--- src/rtl/rids_pkg.sv ---
// Shared types and constants for the image difference statistics block.
// No dependencies; every other source file but the macro header imports this package.
`timescale 1ns / 1ps

package rids_pkg;

	localparam int CHANNELS   = 3;
	localparam int PIX_W      = 8;
	localparam int DIM_W      = 13;
	localparam int THR_W      = 9;
	localparam int SUM_W      = 34;
	localparam int CNT_W      = 25;
	localparam int PSUM_W     = 10;
	localparam int MEAN_W     = 16;
	localparam int FRAC_W     = 17;
	localparam int MEAN_SHIFT = 8;
	localparam int FRAC_SHIFT = 16;

	// serial divider operand widths
	localparam int NUM_W  = SUM_W + MEAN_SHIFT + 2;
	localparam int DEN_W  = CNT_W + 3;
	localparam int QCNT_W = $clog2(NUM_W);

	localparam int CFG_IDX_W  = 3;
	localparam int CFG_DATA_W = DIM_W;

	localparam logic [MEAN_W-1:0] MEAN_CAP = MEAN_W'(65280);
	localparam logic [FRAC_W-1:0] FRAC_CAP = FRAC_W'(65536);
	localparam logic [PIX_W-1:0]  MAX_CAP  = '1;

	typedef enum logic [CFG_IDX_W-1:0] {
		REG_WIDTH_A    = 3'd0,
		REG_HEIGHT_A   = 3'd1,
		REG_WIDTH_B    = 3'd2,
		REG_HEIGHT_B   = 3'd3,
		REG_THRESHOLD  = 3'd4
	} cfg_reg_t;

	typedef struct packed {
		logic [SUM_W-1:0] sum;
		logic [CNT_W-1:0] over;
		logic [PIX_W-1:0] max;
		logic [CNT_W-1:0] n;
	} acc_t;

	typedef struct packed {
		logic             start;
		logic [NUM_W-1:0] num;
		logic [DEN_W-1:0] den;
	} div_req_t;

	typedef struct packed {
		logic             done;
		logic [NUM_W-1:0] quot;
	} div_rsp_t;

endpackage

--- src/rtl/rids_if.sv ---
// Stream interfaces: pixel pair channel and result channel.
// Depends on rids_pkg for field widths.
`timescale 1ns / 1ps

interface rids_pix_if;
	import rids_pkg::*;
	logic             valid;
	logic             ready;
	logic [PIX_W-1:0] a_red;
	logic [PIX_W-1:0] a_green;
	logic [PIX_W-1:0] a_blue;
	logic [PIX_W-1:0] b_red;
	logic [PIX_W-1:0] b_green;
	logic [PIX_W-1:0] b_blue;
	logic             last_pixel;

	modport source (output valid, a_red, a_green, a_blue, b_red, b_green, b_blue,
		last_pixel, input ready);
	modport sink (input valid, a_red, a_green, a_blue, b_red, b_green, b_blue,
		last_pixel, output ready);
endinterface

interface rids_res_if;
	import rids_pkg::*;
	logic              valid;
	logic              ready;
	logic [MEAN_W-1:0] mean_diff_fx;
	logic [FRAC_W-1:0] fraction_over_fx;
	logic [PIX_W-1:0]  max_diff;
	logic [SUM_W-1:0]  diff_total;
	logic [CNT_W-1:0]  pixels_over;
	logic              size_mismatch;

	modport source (output valid, mean_diff_fx, fraction_over_fx, max_diff, diff_total,
		pixels_over, size_mismatch, input ready);
	modport sink (input valid, mean_diff_fx, fraction_over_fx, max_diff, diff_total,
		pixels_over, size_mismatch, output ready);
endinterface

--- src/rtl/rgb_image_difference_stats_top.sv ---
// Channel  | Dir | Carries
// pix      | in  | one pixel pair per beat: a_/b_ red, green, blue, last_pixel
// res      | out | one statistics beat per image comparison
// cfg_*    | in  | register writes: sizes of both images, over threshold
//
// Pixel beats are taken one per clock while accumulating (three lanes + merge).
// After the last beat the shared serial divider runs twice (mean, then fraction), unless
// the sizes differ or are zero; ST_EMIT then loads the output register.
// pix.ready is low from the last beat until the result is loaded; the next image
// may stream while the previous result waits on res.ready.
// Reset (arst_n low) clears config, accumulators, divider control and the result valid.
`timescale 1ns / 1ps

module rgb_image_difference_stats_top import rids_pkg::*; (
	input  logic                  clk,
	input  logic                  arst_n,
	rids_pix_if.sink              pix,
	rids_res_if.source            res,
	input  logic                  cfg_we,
	input  logic [CFG_IDX_W-1:0]  cfg_index,
	input  logic [CFG_DATA_W-1:0] cfg_data
);

	typedef enum logic [2:0] {
		ST_ACCUM,
		ST_MEAN_GO,
		ST_MEAN_WAIT,
		ST_FRAC_GO,
		ST_FRAC_WAIT,
		ST_EMIT
	} state_t;

	state_t state_q;

	logic [DIM_W-1:0]        width_a_q;
	logic [DIM_W-1:0]        height_a_q;
	logic [DIM_W-1:0]        width_b_q;
	logic [DIM_W-1:0]        height_b_q;
	logic signed [THR_W-1:0] thr_q;

	logic             pix_acc;
	logic             valid_s1;
	logic             last_s1;
	logic [PIX_W-1:0] a_arr    [CHANNELS];
	logic [PIX_W-1:0] b_arr    [CHANNELS];
	logic [PIX_W-1:0] diff_s1  [CHANNELS];
	acc_t             total;

	logic              mismatch;
	logic              empty;
	logic [SUM_W-1:0]  rsum_q;
	logic [CNT_W-1:0]  rover_q;
	logic [PIX_W-1:0]  rmax_q;
	logic [CNT_W-1:0]  n_q;
	logic              mis_q;
	logic [MEAN_W-1:0] mean_q;
	logic [FRAC_W-1:0] frac_q;

	logic              out_valid_q;
	logic [MEAN_W-1:0] out_mean_q;
	logic [FRAC_W-1:0] out_frac_q;
	logic [PIX_W-1:0]  out_max_q;
	logic [SUM_W-1:0]  out_sum_q;
	logic [CNT_W-1:0]  out_over_q;
	logic              out_mis_q;
	logic              emit_load;

	logic [NUM_W-1:0] n_ext;
	logic [NUM_W-1:0] mean_num;
	logic [NUM_W-1:0] frac_num;
	logic [DEN_W-1:0] mean_den;
	logic [DEN_W-1:0] frac_den;
	div_req_t         div_req;
	div_rsp_t         div_rsp;

	// configuration registers
	always_ff @(posedge clk or negedge arst_n) begin
		if (!arst_n) begin
			width_a_q  <= '0;
			height_a_q <= '0;
			width_b_q  <= '0;
			height_b_q <= '0;
			thr_q      <= '0;
		end else if (cfg_we) begin
			case (cfg_index)
				REG_WIDTH_A:   width_a_q  <= cfg_data;
				REG_HEIGHT_A:  height_a_q <= cfg_data;
				REG_WIDTH_B:   width_b_q  <= cfg_data;
				REG_HEIGHT_B:  height_b_q <= cfg_data;
				REG_THRESHOLD: thr_q      <= cfg_data[THR_W-1:0];
				default: ;
			endcase
		end
	end

	assign pix.ready = (state_q == ST_ACCUM) && !(valid_s1 && last_s1);
	assign pix_acc   = pix.valid && pix.ready;

	always_ff @(posedge clk or negedge arst_n) begin
		if (!arst_n) begin
			valid_s1 <= 1'b0;
			last_s1  <= 1'b0;
		end else begin
			valid_s1 <= pix_acc;
			if (pix_acc) begin
				last_s1 <= pix.last_pixel;
			end
		end
	end

	assign a_arr = '{pix.a_red, pix.a_green, pix.a_blue};
	assign b_arr = '{pix.b_red, pix.b_green, pix.b_blue};

	for (genvar c = 0; c < CHANNELS; c++) begin : g_lane
		rids_lane u_lane (
			.clk     (clk),
			.en      (pix_acc),
			.a       (a_arr[c]),
			.b       (b_arr[c]),
			.diff_s1 (diff_s1[c])
		);
	end

	rids_merge u_merge (
		.clk      (clk),
		.arst_n   (arst_n),
		.valid_s1 (valid_s1),
		.last_s1  (last_s1),
		.diff_s1  (diff_s1),
		.thr      (thr_q),
		.total    (total)
	);

	assign mismatch = (width_a_q != width_b_q) || (height_a_q != height_b_q);
	assign empty    = (width_a_q == '0) || (height_a_q == '0);

	// mean = (2*sum*256 + 3n) / 6n, frac = (2*over*65536 + n) / 2n
	assign n_ext    = NUM_W'(n_q);
	assign mean_num = (NUM_W'(rsum_q) << (MEAN_SHIFT + 1)) + (n_ext << 1) + n_ext;
	assign frac_num = (NUM_W'(rover_q) << (FRAC_SHIFT + 1)) + n_ext;
	assign mean_den = (DEN_W'(n_q) << 2) + (DEN_W'(n_q) << 1);
	assign frac_den = DEN_W'(n_q) << 1;

	always_comb begin
		div_req.start = (state_q == ST_MEAN_GO) || (state_q == ST_FRAC_GO);
		div_req.num   = (state_q == ST_FRAC_GO) ? frac_num : mean_num;
		div_req.den   = (state_q == ST_FRAC_GO) ? frac_den : mean_den;
	end

	rids_div u_div (
		.clk    (clk),
		.arst_n (arst_n),
		.req    (div_req),
		.rsp    (div_rsp)
	);

	// output register free, or its beat leaves this cycle
	assign emit_load = (state_q == ST_EMIT) && (!out_valid_q || res.ready);

	always_ff @(posedge clk or negedge arst_n) begin
		if (!arst_n) begin
			state_q     <= ST_ACCUM;
			out_valid_q <= 1'b0;
			rsum_q      <= '0;
			rover_q     <= '0;
			rmax_q      <= '0;
			n_q         <= '0;
			mis_q       <= 1'b0;
			mean_q      <= '0;
			frac_q      <= '0;
			out_mean_q  <= '0;
			out_frac_q  <= '0;
			out_max_q   <= '0;
			out_sum_q   <= '0;
			out_over_q  <= '0;
			out_mis_q   <= 1'b0;
		end else begin
			if (emit_load) begin
				out_valid_q <= 1'b1;
			end else if (res.valid && res.ready) begin
				out_valid_q <= 1'b0;
			end
			unique case (state_q)
				ST_ACCUM: begin
					if (valid_s1 && last_s1) begin
						mis_q <= mismatch;
						n_q   <= total.n;
						if (mismatch) begin
							mean_q  <= MEAN_CAP;
							frac_q  <= FRAC_CAP;
							rmax_q  <= MAX_CAP;
							rsum_q  <= '0;
							rover_q <= '0;
							state_q <= ST_EMIT;
						end else if (empty) begin
							mean_q  <= '0;
							frac_q  <= '0;
							rmax_q  <= '0;
							rsum_q  <= '0;
							rover_q <= '0;
							state_q <= ST_EMIT;
						end else begin
							rmax_q  <= total.max;
							rsum_q  <= total.sum;
							rover_q <= total.over;
							state_q <= ST_MEAN_GO;
						end
					end
				end
				ST_MEAN_GO: state_q <= ST_MEAN_WAIT;
				ST_MEAN_WAIT: begin
					if (div_rsp.done) begin
						mean_q  <= (div_rsp.quot > NUM_W'(MEAN_CAP)) ? MEAN_CAP
							: div_rsp.quot[MEAN_W-1:0];
						state_q <= ST_FRAC_GO;
					end
				end
				ST_FRAC_GO: state_q <= ST_FRAC_WAIT;
				ST_FRAC_WAIT: begin
					if (div_rsp.done) begin
						frac_q  <= (div_rsp.quot > NUM_W'(FRAC_CAP)) ? FRAC_CAP
							: div_rsp.quot[FRAC_W-1:0];
						state_q <= ST_EMIT;
					end
				end
				ST_EMIT: begin
					if (emit_load) begin
						out_mean_q  <= mean_q;
						out_frac_q  <= frac_q;
						out_max_q   <= rmax_q;
						out_sum_q   <= rsum_q;
						out_over_q  <= rover_q;
						out_mis_q   <= mis_q;
						state_q     <= ST_ACCUM;
					end
				end
				default: state_q <= ST_ACCUM;
			endcase
		end
	end

	assign res.valid            = out_valid_q;
	assign res.mean_diff_fx     = out_mean_q;
	assign res.fraction_over_fx = out_frac_q;
	assign res.max_diff         = out_max_q;
	assign res.diff_total       = out_sum_q;
	assign res.pixels_over      = out_over_q;
	assign res.size_mismatch    = out_mis_q;

endmodule

--- src/rtl/rids_lane.sv ---
// One channel lane: registered absolute difference of two 8-bit samples.
// Depends on rids_pkg.
`timescale 1ns / 1ps

module rids_lane import rids_pkg::*; (
	input  logic             clk,
	input  logic             en,
	input  logic [PIX_W-1:0] a,
	input  logic [PIX_W-1:0] b,
	output logic [PIX_W-1:0] diff_s1
);

	always_ff @(posedge clk) begin
		if (en) begin
			diff_s1 <= (a > b) ? (a - b) : (b - a);
		end
	end

endmodule

--- src/rtl/rids_merge.sv ---
// Merges lane differences and keeps the running sum, max, over count and pixel count.
// Depends on rids_pkg. Totals out include the beat currently in stage 1.
`timescale 1ns / 1ps

module rids_merge import rids_pkg::*; (
	input  logic                    clk,
	input  logic                    arst_n,
	input  logic                    valid_s1,
	input  logic                    last_s1,
	input  logic [PIX_W-1:0]        diff_s1 [CHANNELS],
	input  logic signed [THR_W-1:0] thr,
	output acc_t                    total
);

	logic [SUM_W-1:0]  sum_q;
	logic [CNT_W-1:0]  over_q;
	logic [PIX_W-1:0]  max_q;
	logic [CNT_W-1:0]  n_q;
	logic [PSUM_W-1:0] psum;
	logic [PIX_W-1:0]  worst;
	logic [SUM_W:0]    sum_ext;
	logic              over_hit;

	always_comb begin
		psum  = '0;
		worst = '0;
		for (int c = 0; c < CHANNELS; c++) begin
			psum = psum + PSUM_W'(diff_s1[c]);
			if (diff_s1[c] > worst) begin
				worst = diff_s1[c];
			end
		end
	end

	// worst is 0..255, threshold -256..255: compare as 10-bit signed
	assign over_hit = $signed({2'b00, worst}) > $signed({thr[THR_W-1], thr});
	assign sum_ext  = {1'b0, sum_q} + (SUM_W + 1)'(psum);

	always_comb begin
		total.sum  = sum_ext[SUM_W] ? '1 : sum_ext[SUM_W-1:0];
		total.over = (over_hit && (over_q != '1)) ? over_q + 1'b1 : over_q;
		total.max  = (worst > max_q) ? worst : max_q;
		total.n    = (n_q != '1) ? n_q + 1'b1 : n_q;
	end

	always_ff @(posedge clk or negedge arst_n) begin
		if (!arst_n) begin
			sum_q  <= '0;
			over_q <= '0;
			max_q  <= '0;
			n_q    <= '0;
		end else if (valid_s1) begin
			if (last_s1) begin
				sum_q  <= '0;
				over_q <= '0;
				max_q  <= '0;
				n_q    <= '0;
			end else begin
				sum_q  <= total.sum;
				over_q <= total.over;
				max_q  <= total.max;
				n_q    <= total.n;
			end
		end
	end

endmodule

--- src/rtl/rids_div.sv ---
// Restoring divider, one quotient bit per cycle, NUM_W quotient bits per division.
// Depends on rids_pkg. Quotient is valid while done is high.
`timescale 1ns / 1ps

module rids_div import rids_pkg::*; (
	input  logic     clk,
	input  logic     arst_n,
	input  div_req_t req,
	output div_rsp_t rsp
);

	logic [DEN_W-1:0]  rem_q;
	logic [NUM_W-1:0]  quo_q;
	logic [DEN_W-1:0]  den_q;
	logic [QCNT_W-1:0] cnt_q;
	logic              busy_q;
	logic              done_q;
	logic [DEN_W:0]    shifted;
	logic [DEN_W:0]    trial;
	logic              ge;

	assign shifted = {rem_q, quo_q[NUM_W-1]};
	assign ge      = shifted >= {1'b0, den_q};
	assign trial   = shifted - {1'b0, den_q};

	always_ff @(posedge clk or negedge arst_n) begin
		if (!arst_n) begin
			busy_q <= 1'b0;
			done_q <= 1'b0;
			cnt_q  <= '0;
		end else begin
			done_q <= 1'b0;
			if (req.start) begin
				busy_q <= 1'b1;
				cnt_q  <= '0;
			end else if (busy_q) begin
				cnt_q <= cnt_q + 1'b1;
				if (cnt_q == QCNT_W'(NUM_W - 1)) begin
					busy_q <= 1'b0;
					done_q <= 1'b1;
				end
			end
		end
	end

	always_ff @(posedge clk) begin
		if (req.start) begin
			rem_q <= '0;
			quo_q <= req.num;
			den_q <= req.den;
		end else if (busy_q) begin
			rem_q <= ge ? trial[DEN_W-1:0] : shifted[DEN_W-1:0];
			quo_q <= {quo_q[NUM_W-2:0], ge};
		end
	end

	assign rsp.done = done_q;
	assign rsp.quot = quo_q;

endmodule

--- src/flat_wrapper.sv ---
// flat-port wrapper written by rule: the top's interface ports become plain ports
module rgb_image_difference_stats_top_flat import rids_pkg::*;
  (clk, arst_n, cfg_we, cfg_index, cfg_data, pix_valid, pix_a_red, pix_a_green, pix_a_blue, pix_b_red, pix_b_green, pix_b_blue, pix_last_pixel, pix_ready, res_valid, res_mean_diff_fx, res_fraction_over_fx, res_max_diff, res_diff_total, res_pixels_over, res_size_mismatch, res_ready);
  rids_pix_if pix_i ();
  rids_res_if res_i ();
  input  logic clk;
  input  logic arst_n;
  input  logic cfg_we;
  input  logic [CFG_IDX_W-1:0] cfg_index;
  input  logic [CFG_DATA_W-1:0] cfg_data;
  input wire logic [$bits(pix_i.valid)-1:0] pix_valid;
  input wire logic [$bits(pix_i.a_red)-1:0] pix_a_red;
  input wire logic [$bits(pix_i.a_green)-1:0] pix_a_green;
  input wire logic [$bits(pix_i.a_blue)-1:0] pix_a_blue;
  input wire logic [$bits(pix_i.b_red)-1:0] pix_b_red;
  input wire logic [$bits(pix_i.b_green)-1:0] pix_b_green;
  input wire logic [$bits(pix_i.b_blue)-1:0] pix_b_blue;
  input wire logic [$bits(pix_i.last_pixel)-1:0] pix_last_pixel;
  output wire logic [$bits(pix_i.ready)-1:0] pix_ready;
  output wire logic [$bits(res_i.valid)-1:0] res_valid;
  output wire logic [$bits(res_i.mean_diff_fx)-1:0] res_mean_diff_fx;
  output wire logic [$bits(res_i.fraction_over_fx)-1:0] res_fraction_over_fx;
  output wire logic [$bits(res_i.max_diff)-1:0] res_max_diff;
  output wire logic [$bits(res_i.diff_total)-1:0] res_diff_total;
  output wire logic [$bits(res_i.pixels_over)-1:0] res_pixels_over;
  output wire logic [$bits(res_i.size_mismatch)-1:0] res_size_mismatch;
  input wire logic [$bits(res_i.ready)-1:0] res_ready;
  assign pix_i.valid = pix_valid;
  assign pix_i.a_red = pix_a_red;
  assign pix_i.a_green = pix_a_green;
  assign pix_i.a_blue = pix_a_blue;
  assign pix_i.b_red = pix_b_red;
  assign pix_i.b_green = pix_b_green;
  assign pix_i.b_blue = pix_b_blue;
  assign pix_i.last_pixel = pix_last_pixel;
  assign pix_ready = pix_i.ready;
  assign res_valid = res_i.valid;
  assign res_mean_diff_fx = res_i.mean_diff_fx;
  assign res_fraction_over_fx = res_i.fraction_over_fx;
  assign res_max_diff = res_i.max_diff;
  assign res_diff_total = res_i.diff_total;
  assign res_pixels_over = res_i.pixels_over;
  assign res_size_mismatch = res_i.size_mismatch;
  assign res_i.ready = res_ready;
  rgb_image_difference_stats_top u_core (.clk(clk), .arst_n(arst_n), .pix(pix_i), .res(res_i), .cfg_we(cfg_we), .cfg_index(cfg_index), .cfg_data(cfg_data));
endmodule
--- config.mk ---
export PLATFORM = sky130hd
export DESIGN_NAME = rgb_image_difference_stats_top_flat
export DESIGN_NICKNAME = d
export VERILOG_FILES = /design/src/rtl/rids_pkg.sv /design/src/rtl/rids_if.sv /design/src/rtl/rgb_image_difference_stats_top.sv /design/src/rtl/rids_lane.sv /design/src/rtl/rids_merge.sv /design/src/rtl/rids_div.sv /design/src/flat_wrapper.sv
export SDC_FILE = /design/constraint.sdc
export NUM_CORES = 1
export LEC_CHECK = 0
export ABC_AREA = 1
export BUFFER_PORTS_ARGS = -buffer_cell sky130_fd_sc_hd__buf_2
export CAP_MARGIN = 30
export CORE_ASPECT_RATIO = 0.6
export CORE_MARGIN = 3
export CORE_UTILIZATION = 37
export CTS_CLUSTER_SIZE = 8
export DETAILED_ROUTE_END_ITERATION = 16
export PLACE_DENSITY_LB_ADDON = 0.25
export SLEW_MARGIN = 10
export SYNTH_ARGS = -nofsm -noshare
export SYNTH_HDL_FRONTEND = slang
export SYNTH_SLANG_ARGS = --single-unit
--- constraint.sdc ---
create_clock -name clk -period 5.6 [get_ports clk]
set_input_delay 0.84 -clock clk [delete_from_list [all_inputs] [get_ports clk]]
set_output_delay 0.84 -clock clk [all_outputs]
set_load 0.02 [all_outputs]
==> results of run 1 <==
## where the power goes
part,leakage [nW],internal [W],switching (W)
Clock,1.04,0.00255,0.00177
Sequential,6.54,0.00468,0.000556
Combinational,11.4,0.00255,0.00501
Total,19.0,0.00978,0.00734
## registers in the layout, summed over array words and instances, names as in the netlist, 24 cells and up
| signal | cells |
|---|---|
| u_core.rsum_q | 34 |
| u_core.rover_q | 25 |
| u_core.res.pixels_over | 25 |
| u_core.u_merge.n_q | 25 |
| u_core.n_q | 25 |
| u_core.g_lane.u_lane.diff_s1 | 24 |
| u_core.u_div.quo_q | 44 |
| u_core.u_div.rem_q | 28 |
| u_core.u_merge.over_q | 25 |
| u_core.u_div.den_q | 27 |
| u_core.u_merge.sum_q | 34 |
| u_core.res.diff_total | 34 |
## what timing repair did
action,in CTS,in global routing
setup endpoints to repair,0,48
hold endpoints to repair,0,0
buffers inserted,0,1
resized for setup,0,2
## per-stage QoR
| stage | util [%] | hold WS, ns |
|---|---|---|
| after floorplan | - | 0.4380 |
| after global routing | 42.24 | 0.2102 |
| after detailed placement | 39.78 | 0.4586 |
| after CTS | 42.18 | 0.1703 |
| final | 42.25 | 0.2067 |
| after global placement | 39.78 | 0.4628 |
## how the worst min path moves through the flow
stage                     cells after the start  slack [ns]                                end                          start
final                                         1        0.21  u_core.height_a_q[10]$_DFFE_PN0P_                         arst_n
after global routing                          1        0.21  u_core.height_b_q[10]$_DFFE_PN0P_                         arst_n
after CTS                                     1        0.17   u_core.height_b_q[0]$_DFFE_PN0P_                         arst_n
after detailed placement                      2        0.46       u_core.mean_q[2]$_DFFE_PN0P_   u_core.mean_q[2]$_DFFE_PN0P_
after global placement                        2        0.46      u_core.frac_q[11]$_DFFE_PN0P_  u_core.frac_q[11]$_DFFE_PN0P_
after floorplan                               2        0.44       u_core.frac_q[0]$_DFFE_PN0P_   u_core.frac_q[0]$_DFFE_PN0P_
## routing by layer
layer,vias up,routed length [um]
met5,-,0
met3,101,8935
met4,0,1635
li1,14600,-
met1,14170,55250
met2,1036,41490
## cell usage in the layout, fill, tap and decap left out, drive strengths merged, types with 28 or more instances in the layout
cell / count
a21oi: 181
buf: 201
clkbuf: 103
dfrtp: 394
dfxtp: 28
edfxtp: 95
fa: 48
ha: 178
inv: 554
mux2: 61
nand2: 1262
nand3: 305
nand4: 84
nor2: 304
nor3: 72
o21ai: 398
xnor2: 41
xor2: 103
## layout make-up
| class | instances | area, um^2 |
|---|---|---|
| inverter | 550 | 2067 |
| sequential | 517 | 13270 |
| clock buffer | 103 | 2023 |
| timing repair buffer | 201 | 1146 |
| tap | 1218 | 1524 |
| antenna | 1 | 2.502 |
| multi-input combinational | 3193 | 17880 |
| clock inverter | 7 | 137.6 |
| fill | 9197 | 52020 |
## logic make-up (layout without fill, tap and decap cells)
logic type,Yosys count,count (layout)
XOR/XNOR,144,144
flip-flops,517,517
buffers and inverters,669,861
AO/OA/AOI/OAI,679,679
adder cells (fa/ha/maj),226,226
multiplexers,61,61
other,0,1
AND/OR/NAND/NOR,2082,2083
==> impl_metrics.yaml, run 1 <==
power_and_ir_drop:
  ir_worst_vdd_uv: 336.0
  leakagePower_nw: 18.97
  p_total_w: 0.01712
  power.density_nw_per_um2: 449.9
route:
  drtIter0Drc: 3294
  detail-route-antenna-nets: 0
  wire_per_inst_um: 18.53
  vias: 29910
  drcViolationCount: 0
  wirelength_mm: 107.3
  viasPerCell: 5.166
  dr.pass1.iters: 5
floorplan:
  die_h_um: 239.9
  row_count: 85
  die_area_um2: 95000
  start_util_pct: 37.47
  core_area_um2: 90080
  ios: 173
  chipWidth_um: 395.9
synthesis:
  synth_nets: 4674
  synth-compound-area-share_pct: 11.02
  synth.area.mux_share_pct: 2.035
  yosys.area.top_type_share_pct: 29.21
  synth-xor-area-share_pct: 3.737
  synth_area_per_cell_um2: 7.709
  synth_fa_ha_area_share_pct: 9.446
  synth-main-ff-cell: "dfrtp_1"
  synth_top_family_by_area: "simple AND/OR/NAND/NOR gates"
  yosysWarnings: 0
  synthTopCellsByArea: "dfrtp_1, nand2_1, edfxtp_1, ha_1, inv_1"
  synth_edf_count: 95
  seq_area_frac_synth_pct: 39.33
  synthesis.area_um2: 33750
  synth_top_cell_by_area: "dfrtp_1"
  async_flop_share_pct: 76.21
  yosysMostFrequentCell: "nand2_1"
  ys_types: 62
  yosys.area_share.simple_pct: 26.60
  syn_inst: 4378
  synth_common_cells: "nand2_1, inv_1, dfrtp_1"
  ys_ff_latch: 517
worst_setup_path:
  worstPathMaxFanout: 20
  cp-endpoint: "u_core.u_merge.over_q[22]$_DFFE_PN0P_"
  crit_cells: 31
  critPathLaunch: "u_core.g_lane[0].u_lane.diff_s1[3]$_DFFE_PP_"
  reg2reg_slack_ns: 0.59
  cpMostUsedCell: "nand2_1"
  r2r-start: "u_core.g_lane[0].u_lane.diff_s1[3]$_DFFE_PP_"
  cp.required_ns: 6.11
  rr_endpoint: "u_core.u_merge.over_q[22]$_DFFE_PN0P_"
  cp-start-kind: "flip-flop"
  critPathMaxStageDelay_ns: 0.39
  path_delay_family: "simple AND/OR/NAND/NOR gates"
  reg2reg_depth: 31
  cp-end-kind: "flip-flop"
  cp.arrival_ns: 5.51
  crit_slowest_cell: "edfxtp_1"
  crit_buf_inv: 5
  critPathKind: "flip-flop to flip-flop"
global_routing:
  grt_use_met1_pct: 36.12
  grt_max_degree: 116
  grt_pass1_wl_mm: 166.1
  grt_pass1_vias: 27620
  grt.busiest_layer: "met1"
  grt_use_met2_pct: 30.00
  overflow: 0
  track_usage_pct: 22.38
  use_met3_pct: 4.753
  antenna_found_initial: 0
cells_and_area:
  nets: 4834
  syn2layout_area_growth_pct: 12.75
  drive_gt1_share_pct: 10.11
  fin_cells: 5790
  finalInstanceArea_um2: 38060
timing:
  setup_viol: 0
  rsz0062_at_grt: "no"
  slew_headroom_pct: 36.35
  drv_slew: 0
  skew_ns: 0.02590
  final-hold-violation-count: 0
  period_share_pct: 89.44
  tightestPinTransition_ns: 0.9460
  fin_ws_ns: 0.5916
  layout_min_cycle_time_ns: 5.008
  max_freq_mhz: 199.7
  finalSetupTns_ns: 0
placement:
  place_area_um2: 35830
  dp_cells: 5675
  dp_hpwl_mm: 81.75
  gp_congestion: 0.9593
  post-place-ws_ns: 0.5422
  io_buffers: 172
outcome:
  status: "completed"
cts:
  cts_root_buf: "clkbuf_16"
  cts.sinks: 517
  ctsHoldBuffers: 0
  cts_tree: "yes"
  numCtsBuffers: 75
  ctsHtreeMaxLevel: 3
  clk_latency_ns: 0.66
  clk_path_buf_depth: 3
  clk_pin_slew_ns: 0.05
hold_path:
  hp-class: "primary input to async pin"
run:
  drv_cap: 0
(Power assumes the default switching activity.)
==> run 2, diff against run 1 <==
- MAX_ROUTING_LAYER: not set -> met4
- clock period: 5.6 -> 5.1 ns (I/O delays scaled with it)
==> impl_metrics.yaml, run 2 (same netlist as run 1, synthesis figures left out) <==
hold_path:
  hp-class: "primary input to async pin"
floorplan:
  ios: 173
  core_area_um2: 90080
  chipWidth_um: 395.9
  die_h_um: 239.9
  die_area_um2: 95000
  row_count: 85
  start_util_pct: 37.47
worst_setup_path:
  cp-start-kind: "flip-flop"
  crit_buf_inv: 3
  cpMostUsedCell: "nand2_1"
  cp-end-kind: "flip-flop"
  cp.required_ns: 5.71
  worstPathMaxFanout: 27
  path_delay_family: "simple AND/OR/NAND/NOR gates"
  critPathKind: "flip-flop to flip-flop"
  critPathMaxStageDelay_ns: 0.45
  cp.arrival_ns: 5.26
  crit_slowest_cell: "edfxtp_1"
cts:
  cts_root_buf: "clkbuf_16"
  numCtsBuffers: 75
  ctsHoldBuffers: 0
  cts.sinks: 517
  clk_path_buf_depth: 3
  cts_tree: "yes"
  ctsHtreeMaxLevel: 3
  clk_pin_slew_ns: 0.05
  clk_latency_ns: 0.68
cells_and_area:
  syn2layout_area_growth_pct: 12.79
  final_common_cell: "nand2_1"
  nFillCells: 9269
  drive_gt1_share_pct: 10.14
  largest_register_ffs: 44
  final_util_pct: 42.26
  nets: 4836
  multiInputGateArea_um2: 17870
  regArea_um2: 13270
  mostFrequentLayoutCells: "nand2_1, inv_1, dfrtp_1, o21ai_0, nand3_1"
  regMostFlops: "u_core.u_div.quo_q"
timing:
  drv_slew: 0
  slew_headroom_pct: 36.60
  tightestPinTransition_ns: 0.9510
  period_share_pct: 91.17
  finalSetupTns_ns: 0
  max_freq_mhz: 215.1
  rsz0062_at_grt: "no"
  setup_viol: 0
  final-hold-violation-count: 0
  fin_ws_ns: 0.4501
  skew_ns: 0.04139
  layout_min_cycle_time_ns: 4.650
global_routing:
  grt_pass1_vias: 27620
  grt_max_degree: 127
  grt_pass1_wl_mm: 168.3
  track_usage_pct: 23.41
  antenna_found_initial: 1
  overflow: 0
route:
  wire_per_inst_um: 18.73
  viasPerCell: 5.196
  wl_met1_mm: 56.95
  vias: 30110
  dr_wl_met2_mm: 41.45
  wirelength_mm: 108.5
  drtIter0Drc: 3256
  dr.pass1.iters: 6
  detail-route-antenna-nets: 0
  wl_met3_mm: 8.466
  top_layer: "met4"
  drcViolationCount: 0
power_and_ir_drop:
  switchingPower_w: 0.008040
  ir_worst_vdd_uv: 306.8
  pwr-share-seq_pct: 30.7
  combPwrFrac_pct: 44.3
  p_total_w: 0.01876
  p_clk_share_pct: 25.1
  leakagePower_nw: 18.97
  power.density_nw_per_um2: 492.7
  p_int_w: 0.01072
  p_sw_share_pct: 42.86
placement:
  post-place-ws_ns: 0.3964
  dp_hpwl_mm: 83.12
  io_buffers: 172
  gp_congestion: 0.9638
run:
  drv_cap: 0
outcome:
  status: "completed"
[run 2: cell types whose count changed in the layout (fill, tap and decap cells not counted), sizes merged]
cell	change
clkbuf	+2
inv	-2
buf	+3
clkinv	+4
nand3	-1
bufinv	-1
[run 2: layout make-up]
class	instances	share of cell area, %
Inverter	550	5.430
Tap cell	1218	4.003
Antenna cell	1	0.006573
Sequential cell	517	34.86
Multi-Input combinational cell	3192	46.94
Clock inverter	8	0.3254
Clock buffer	105	5.308
Timing Repair Buffer	204	3.122
[run 2: final timing paths]
kind / from / end / slack, ns / depth (start not counted)
max in group asynchronous: arst_n / u_core.res.pixels_over[13]$_DFFE_PN0P_ / 3.89 / 2
hold / removal: arst_n / u_core.height_b_q[10]$_DFFE_PN0P_ / 0.03 / 1
hold reg to reg: u_core.frac_q[7]$_DFFE_PN0P_ / u_core.frac_q[7]$_DFFE_PN0P_ / 0.47 / 2
setup reg to reg: u_core.g_lane[1].u_lane.diff_s1[3]$_DFFE_PP_ / u_core.u_merge.over_q[0]$_DFFE_PN0P_ / 0.45 / 28
min in group clk: res_ready / u_core.state_q[0]$_DFFE_PN0P_ / 0.43 / 4
setup / recovery: u_core.g_lane[1].u_lane.diff_s1[3]$_DFFE_PP_ / u_core.u_merge.over_q[0]$_DFFE_PN0P_ / 0.45 / 28
[run 2: stage by stage]
stage	instance area [um^2]	hold WS, ns	std cells
floorplan	33750	0.4380	4378
global placement	35890	0.4590	5679
detailed placement	35890	0.4601	5679
CTS	38030	0.02810	5792
global route	38070	0.05471	5794
finish	38070	0.03058	5795
[run 2: what timing repair did]
action                                  in CTS  in global routing
endpoints found under the setup margin       0                 48
buffers inserted                             0                  0
gates resized for setup                      0                  4
[run 2: metal layers]
metal	up-vias	global-route usage, %
li1	14620	-
met2	1058	30.05
met5	-	-
met4	0	4.222
met3	110	3.852
met1	14330	37.70
[run 2: power groups by stage]
stage | logic (W) | clock network, W | registers, W
floorplan | 0.00598 | 0 | 0.00573
global placement | 0.00814 | 0 | 0.00579
detailed placement | 0.00822 | 0 | 0.00580
CTS | 0.00827 | 0.00482 | 0.00575
global route | 0.00938 | 0.00501 | 0.00584
finish | 0.00831 | 0.00470 | 0.00575
